### src/rtl/prf_pkg.sv
package prf_pkg;

	localparam int PAGE_W  = 16;
	localparam int FRAME_W = 2;
	localparam int FAULT_W = 16;

	localparam logic [FAULT_W-1:0] FAULT_MAX = '1;

	typedef enum logic {
		POL_FIFO = 1'b0,
		POL_LRU  = 1'b1
	} policy_t;

	// outcome of one lookup, handed from the lookup logic to the frame table
	typedef struct packed {
		logic hit;
		logic evict;
		logic fifo_adv;
	} prf_dec_t;

endpackage

### src/rtl/prf_lookup.sv
module prf_lookup import prf_pkg::*; #(
	parameter int NUM_FRAMES = 4
) (
	input  logic [PAGE_W-1:0]                      page,
	input  policy_t                                policy,
	input  logic [NUM_FRAMES-1:0][PAGE_W-1:0]      frame_page,
	input  logic [NUM_FRAMES-1:0]                  frame_valid,
	input  logic [NUM_FRAMES-1:0][$clog2(NUM_FRAMES)-1:0] frame_rank,
	input  logic [$clog2(NUM_FRAMES)-1:0]          fifo_next,
	output prf_dec_t                               dec,
	output logic [$clog2(NUM_FRAMES)-1:0]          frame_sel,
	output logic [PAGE_W-1:0]                      evict_page
);

	localparam int FW = $clog2(NUM_FRAMES);
	localparam logic [FW-1:0] LRU_RANK = FW'(NUM_FRAMES - 1);

	logic [NUM_FRAMES-1:0] match;
	logic [NUM_FRAMES-1:0] is_lru;
	logic [FW-1:0]         hit_idx;
	logic [FW-1:0]         empty_idx;
	logic [FW-1:0]         lru_idx;
	logic                  any_hit;
	logic                  full;

	always_comb begin
		for (int i = 0; i < NUM_FRAMES; i++) begin
			match[i]  = frame_valid[i] && (frame_page[i] == page);
			is_lru[i] = (frame_rank[i] == LRU_RANK);
		end
	end

	// lowest index wins: scan downward so the last assignment is the lowest
	always_comb begin
		hit_idx   = '0;
		empty_idx = '0;
		lru_idx   = '0;
		for (int i = NUM_FRAMES - 1; i >= 0; i--) begin
			if (match[i])
				hit_idx = FW'(i);
			if (!frame_valid[i])
				empty_idx = FW'(i);
			if (is_lru[i])
				lru_idx = FW'(i);
		end
	end

	assign any_hit = |match;
	assign full    = &frame_valid;

	always_comb begin
		dec.hit      = any_hit;
		dec.evict    = !any_hit && full;
		dec.fifo_adv = !any_hit && full && (policy == POL_FIFO);
		priority if (any_hit) begin
			frame_sel = hit_idx;
		end else if (!full) begin
			frame_sel = empty_idx;
		end else if (policy == POL_LRU) begin
			frame_sel = lru_idx;
		end else begin
			frame_sel = fifo_next;
		end
		evict_page = dec.evict ? frame_page[frame_sel] : '0;
	end

endmodule

### src/rtl/prf_frames.sv
module prf_frames import prf_pkg::*; #(
	parameter int NUM_FRAMES = 4
) (
	input  logic                                   clk,
	input  logic                                   arst_n,
	input  logic                                   upd,
	input  logic [PAGE_W-1:0]                      page,
	input  prf_dec_t                               dec,
	input  logic [$clog2(NUM_FRAMES)-1:0]          frame_sel,
	output logic [NUM_FRAMES-1:0][PAGE_W-1:0]      frame_page,
	output logic [NUM_FRAMES-1:0]                  frame_valid,
	output logic [NUM_FRAMES-1:0][$clog2(NUM_FRAMES)-1:0] frame_rank,
	output logic [$clog2(NUM_FRAMES)-1:0]          fifo_next,
	output logic [FAULT_W-1:0]                     faults_nxt
);

	localparam int FW = $clog2(NUM_FRAMES);
	localparam logic [FW-1:0] LAST_FRAME = FW'(NUM_FRAMES - 1);

	logic [NUM_FRAMES-1:0][PAGE_W-1:0] page_q;
	logic [NUM_FRAMES-1:0]             valid_q;
	logic [NUM_FRAMES-1:0][FW-1:0]     rank_q;
	logic [FW-1:0]                     fifo_next_q;
	logic [FAULT_W-1:0]                faults_q;
	logic                              sel_valid;
	logic [FW-1:0]                     sel_rank;

	assign frame_page  = page_q;
	assign frame_valid = valid_q;
	assign frame_rank  = rank_q;
	assign fifo_next   = fifo_next_q;
	assign sel_valid   = valid_q[frame_sel];
	assign sel_rank    = rank_q[frame_sel];

	always_comb begin
		faults_nxt = faults_q;
		if (!dec.hit && (faults_q != FAULT_MAX))
			faults_nxt = faults_q + 1'b1;
	end

	always_ff @(posedge clk) begin
		if (upd)
			page_q[frame_sel] <= page;
	end

	always_ff @(posedge clk or negedge arst_n) begin
		if (!arst_n) begin
			valid_q     <= '0;
			rank_q      <= '0;
			fifo_next_q <= '0;
			faults_q    <= '0;
		end else if (upd) begin
			valid_q[frame_sel] <= 1'b1;
			faults_q           <= faults_nxt;
			// age every valid frame more recent than the touched one; an empty frame is oldest
			for (int i = 0; i < NUM_FRAMES; i++) begin
				if (FW'(i) == frame_sel) begin
					rank_q[i] <= '0;
				end else if (valid_q[i] && (!sel_valid || rank_q[i] < sel_rank)) begin
					rank_q[i] <= rank_q[i] + 1'b1;
				end
			end
			if (dec.fifo_adv)
				fifo_next_q <= (fifo_next_q == LAST_FRAME) ? '0 : fifo_next_q + 1'b1;
		end
	end

	// frames fill lowest first and are never emptied
	a_valid_packed: assert property (@(posedge clk) disable iff (!arst_n)
		((valid_q & (valid_q + 1'b1)) == '0))
		else $error("frame valid bits are not filled from frame 0 upward");

	a_fifo_range: assert property (@(posedge clk) disable iff (!arst_n)
		(fifo_next_q <= LAST_FRAME))
		else $error("round robin pointer out of range");

	a_faults_mono: assert property (@(posedge clk) disable iff (!arst_n)
		(faults_q >= $past(faults_q)))
		else $error("fault count went down");

endmodule

### src/rtl/page_frame_replacement_core.sv
// channel  | handshake             | payload
// ---------+-----------------------+------------------------------------------------------
// in       | in_valid / in_stall   | page
// out      | out_valid / out_stall | hit, frame, evicted_valid, evicted_page, fault_count
// cfg      | cfg_valid / cfg_ready | policy
//
// One page reference per cycle while out_stall does not hold a result; each reference passes
// the input register, then the tag compare and frame table update, which set the rate,
// and then the result register.
// Reset empties all frames and clears ranks, round robin pointer, fault count and policy.
// out_stall holds the result; in_stall rises only while a reference waits behind it.
module page_frame_replacement_core import prf_pkg::*; #(
	parameter int NUM_FRAMES = 4
) (
	input  logic               clk,
	input  logic               arst_n,
	input  logic               in_valid,
	output logic               in_stall,
	input  logic [PAGE_W-1:0]  page,
	output logic               out_valid,
	input  logic               out_stall,
	output logic               hit,
	output logic [FRAME_W-1:0] frame,
	output logic               evicted_valid,
	output logic [PAGE_W-1:0]  evicted_page,
	output logic [FAULT_W-1:0] fault_count,
	input  logic               cfg_valid,
	output logic               cfg_ready,
	input  logic               policy
);

	localparam int FW = $clog2(NUM_FRAMES);

	logic                              valid_s1;
	logic [PAGE_W-1:0]                 page_s1;
	logic                              adv;
	logic                              upd;
	policy_t                           policy_q;
	logic                              out_valid_q;
	logic                              hit_q;
	logic [FRAME_W-1:0]                frame_q;
	logic                              evicted_valid_q;
	logic [PAGE_W-1:0]                 evicted_page_q;
	logic [FAULT_W-1:0]                fault_count_q;

	logic [NUM_FRAMES-1:0][PAGE_W-1:0] frame_page;
	logic [NUM_FRAMES-1:0]             frame_valid;
	logic [NUM_FRAMES-1:0][FW-1:0]     frame_rank;
	logic [FW-1:0]                     fifo_next;
	logic [FAULT_W-1:0]                faults_nxt;
	prf_dec_t                          dec;
	logic [FW-1:0]                     frame_sel;
	logic [PAGE_W-1:0]                 evict_page;

	assign adv      = !out_valid_q || !out_stall;
	assign upd      = adv && valid_s1;
	assign in_stall = valid_s1 && !adv;
	assign cfg_ready = 1'b1;

	always_ff @(posedge clk or negedge arst_n) begin
		if (!arst_n) begin
			policy_q <= POL_FIFO;
		end else if (cfg_valid && cfg_ready) begin
			policy_q <= policy_t'(policy);
		end
	end

	always_ff @(posedge clk or negedge arst_n) begin
		if (!arst_n) begin
			valid_s1 <= 1'b0;
		end else if (!in_stall) begin
			valid_s1 <= in_valid;
		end
	end

	always_ff @(posedge clk) begin
		if (!in_stall && in_valid)
			page_s1 <= page;
	end

	prf_lookup #(.NUM_FRAMES(NUM_FRAMES)) u_lookup (
		.page        (page_s1),
		.policy      (policy_q),
		.frame_page  (frame_page),
		.frame_valid (frame_valid),
		.frame_rank  (frame_rank),
		.fifo_next   (fifo_next),
		.dec         (dec),
		.frame_sel   (frame_sel),
		.evict_page  (evict_page)
	);

	prf_frames #(.NUM_FRAMES(NUM_FRAMES)) u_frames (
		.clk         (clk),
		.arst_n      (arst_n),
		.upd         (upd),
		.page        (page_s1),
		.dec         (dec),
		.frame_sel   (frame_sel),
		.frame_page  (frame_page),
		.frame_valid (frame_valid),
		.frame_rank  (frame_rank),
		.fifo_next   (fifo_next),
		.faults_nxt  (faults_nxt)
	);

	always_ff @(posedge clk or negedge arst_n) begin
		if (!arst_n) begin
			out_valid_q <= 1'b0;
		end else if (adv) begin
			out_valid_q <= valid_s1;
		end
	end

	always_ff @(posedge clk) begin
		if (upd) begin
			hit_q           <= dec.hit;
			frame_q         <= FRAME_W'(frame_sel);
			evicted_valid_q <= dec.evict;
			evicted_page_q  <= evict_page;
			fault_count_q   <= faults_nxt;
		end
	end

	assign out_valid     = out_valid_q;
	assign hit           = hit_q;
	assign frame         = frame_q;
	assign evicted_valid = evicted_valid_q;
	assign evicted_page  = evicted_page_q;
	assign fault_count   = fault_count_q;

	a_hit_no_evict: assert property (@(posedge clk) disable iff (!arst_n)
		out_valid_q |-> !(hit_q && evicted_valid_q))
		else $error("hit reported together with an eviction");

	a_miss_counts: assert property (@(posedge clk) disable iff (!arst_n)
		(out_valid_q && !hit_q) |-> (fault_count_q != '0))
		else $error("miss reported with zero fault count");

endmodule

### config.mk
export PLATFORM = sky130hd
export DESIGN_NAME = page_frame_replacement_core
export DESIGN_NICKNAME = d
export VERILOG_FILES = /design/src/rtl/prf_pkg.sv /design/src/rtl/prf_lookup.sv /design/src/rtl/prf_frames.sv /design/src/rtl/page_frame_replacement_core.sv
export SDC_FILE = /design/constraint.sdc
export NUM_CORES = 1
export LEC_CHECK = 0
export BUFFER_PORTS_ARGS = -buffer_cell sky130_fd_sc_hd__buf_2
export CAP_MARGIN = 20
export CORE_ASPECT_RATIO = 1.5
export CORE_MARGIN = 1
export CORE_UTILIZATION = 35
export CTS_CLUSTER_DIAMETER = 60
export CTS_CLUSTER_SIZE = 16
export DETAILED_ROUTE_END_ITERATION = 12
export PLACE_DENSITY_LB_ADDON = 0.08
export SLEW_MARGIN = 15
export SYNTH_ARGS = -nofsm -noshare
export SYNTH_HDL_FRONTEND = slang
export SYNTH_HIERARCHICAL = 1
export SYNTH_SLANG_ARGS = --single-unit
### constraint.sdc
create_clock -name clk -period 6.1 [get_ports clk]
set_clock_uncertainty 0.05 [all_clocks]
set_input_delay 0.915 -clock clk [delete_from_list [all_inputs] [get_ports clk]]
set_output_delay 0.915 -clock clk [all_outputs]
set_load 0.01 [all_outputs]
==> run summary <==
status: finished, final reports clean
FF/Latch Area: 4310 µm²
CTS tree: built
Critical Path Start Type: flop
DR top layer: met4
WL met3: 406 µm
reg-to-reg endpoint: u_frames/frame_rank[5]
Detail Route Antenna Nets: 0
yosys warns: 6
drt total wl: 16.7 mm
Placer Congestion: 0.798
clock sinks: 149
Vias: 4471
Hold Path Class: flop to flop
Placed Cells: 847
DRC Markers: 0
M1 WL: 6.63 mm
Rows: 64
CP Capture Type: flop
CTS Buffer Depth: 2
PortBufs: 59
synthesized area per cell: 13.5 µm²
Vias per Instance: 5.09
final setup TNS: 0 ns
Post-Synth Simple-Gate Area: 0.109
Min-Delay Endpoint: out_valid
Syn Nets: 571
Met2 Wirelength: 9.40 mm
flop and latch count out of synthesis: 149
pre-CTS setup slack: 1.96 ns
maximum VDD drop: 0.401 mV
die footprint: 21600 µm²
Synth-to-Final Area Change: 15.3%
post-synthesis mux area share: 0.0634
Crit Path Class: flop to flop
worst flop-to-flop path startpoint: page_s1[3]
mapped cell area: 7340 µm²
post-synthesis sequential area ratio: 0.587
critical-path maximum fanout: 19
post-layout worst setup margin: 1.94 ns
initial DRC count: 178
RSZ-0062 raised after global routing: false
initial antenna violation count: 0
Worst-Skew Late Latency: 0.43 ns
CTS Buf Count: 17
grt ovf: 0
pwr dens: 633 nW/µm²
Worst R2R Setup Slack: 1.94 ns
drt pass-1 iters: 4
post-route minimum period: 4.16 ns
final net count: 630
Synth area leader: edfxtp_1
die span in x: 120 µm
MaxCap Viol Count: 0
first-pass GRT wire length: 25.5 mm
post-CTS sizing: 0
R2R depth: 14
Die H: 179 µm
Yosys top cell area share: 0.475
largest family of logic cells by synthesized area: XOR/XNOR gates
XOR/XNOR Fraction of Synth Area: 0.111
hold-fix buffer count after cts: 0
final setup violation count: 0
final slew viol count: 0
Starting Density: 0.358
Slew HR: 0.257
fill cell count: 1957
CTS root buf: clkbuf_16
Hold Path Origin: valid_s1
Req. time, crit path: 6.36 ns
multi-input logic area: 2830 µm²
Clock transition at path regs: 0.06 ns
Detail Placement HPWL: 11.4 mm
Distinct cells, synth: 76
Post-Synth Adder-Cell Area: 0.0102
Finished Layout Cells: 879
CTS HTree Levels: 4
hold path depth: 1
top-level I/O count: 61
f_max: 241 MHz
ys flop type: edfxtp_1
commonest non-fill, non-tap cell in the layout: edfxtp_1
Post-synth ARST share: 0.221
Setup Buffers After CTS: 0
post-synthesis compound-gate area fraction: 0.0902
total track usage: 0.163
CP Data Arrival Time: 4.42 ns
Lkg Pwr: 3.18 nW
vias in the first global route: 4515
commonest non-fill, non-tap cells in the layout: edfxtp_1 (116), buf_2 (59), xor2_1 (52), xnor2_1 (41), mux2i_1 (36)
largest net degree at the start of global routing: 35
Post-synth EDFFs: 116
most area-consuming cells after synthesis: edfxtp_1 (47%), dfrtp_1 (11%), xor2_1 (6.2%)
Tcrit/Tclk final: 0.681
Final Hold Vio Count: 0
share of cells above drive strength 1: 0.221
Mapped Cells: 543
CORE AREA: 20500 µm²
Slew @ Worst Pin: 1.11 ns
Antenna diodes: 0
WL/cell: 19.0 µm
==> state kept, by name, summed over array words and instances, names as in the netlist <==
| signal | flops |
|---|---|
| u_frames/frame_rank | 8 |
| u_frames/faults_q | 16 |
| u_frames/fifo_next | 2 |
| hit | 1 |
| frame | 2 |
| evicted_page | 16 |
| policy_q | 1 |
| u_frames/frame_page | 64 |
| fault_count | 16 |
| page_s1 | 16 |
| valid_s1 | 1 |
| evicted_valid | 1 |
| u_frames/frame_valid | 4 |
| out_valid | 1 |
==> how the worst max path moves through the flow <==
stage                     start                endpoint  depth (start not counted)
floorplan             out_stall  u_frames/frame_page[0]                          3
global placement     page_s1[0]  u_frames/frame_rank[5]                         14
detailed placement   page_s1[0]  u_frames/frame_rank[5]                         14
CTS                  page_s1[0]  u_frames/frame_rank[5]                         14
global route        page_s1[11]  u_frames/frame_rank[5]                         14
finish               page_s1[3]  u_frames/frame_rank[5]                         14
==> stage by stage <==
stage               power [mW]   util  area [µm²]  hold WS, ns
finish                    5.36  0.413        8460        0.462
global route              5.68  0.413        8460        0.498
CTS                       5.42  0.413        8460        0.468
detailed placement        4.32  0.383        7860        0.445
global placement          4.31  0.383        7860        0.430
floorplan                 3.70      -        7340        0.417
==> layer usage <==
metal  vias to the layer above  track usage
li1                       2167            -
met1                      2192        0.176
met2                        87        0.310
met3                        25       0.0307
met4                         0       0.0674
met5                         -            0
==> cells in the mapped netlist, drive strengths merged (5+ instances only) <==
cell and number:
buf 21, nand4 13, nor4 10, nor2b 7, a21oi 10, o21ai 15, nand3 16, dfrtp 33
xor2 52, o22ai 19, and3 5, inv 11, nor3 10, mux2 5, xnor2 41, nand2b 7
edfxtp 116, nor2 15, o211ai 7, nand2 24, or2 5, mux2i 36, ha 6
==> final cells by class <==
cell class / count / share of cell area
Sequential cell: 149 / 0.509
Tap cell: 264 / 0.0390
Clock inverter: 15 / 0.0211
Clock buffer: 17 / 0.0503
Inverter: 12 / 0.00532
Timing Repair Buffer: 65 / 0.0402
Multi-Input combinational cell: 357 / 0.335
==> logic make-up after synthesis <==
group | after synthesis
buf+inv | 37
fa+ha+maj | 6
mux | 43
flops | 149
compound gates | 80
xor+xnor | 93
simple gates | 134
other cells | 1
==> power breakdown <==
group	total, mW	switching [mW]	internal (mW)	leakage, nW
logic	2.46	1.47	1.00	1.39
registers	1.81	0.255	1.56	1.50
clock network	1.08	0.434	0.646	0.295
==> worst max-delay path, cell delays in order (launching register included) <==
cell and delay, ns:
edfxtp_1 0.53, xnor2_1 0.27, nand4_1 0.14, or4_1 0.55
o22a_4 0.23, nand2b_1 0.08, a21oi_1 0.06, nor2_1 0.09
buf_4 0.25, mux4_2 0.52, inv_1 0.14, ha_1 0.26
or2_2 0.29, a221o_1 0.35, a22o_1 0.23
(Power assumes the default switching activity.)
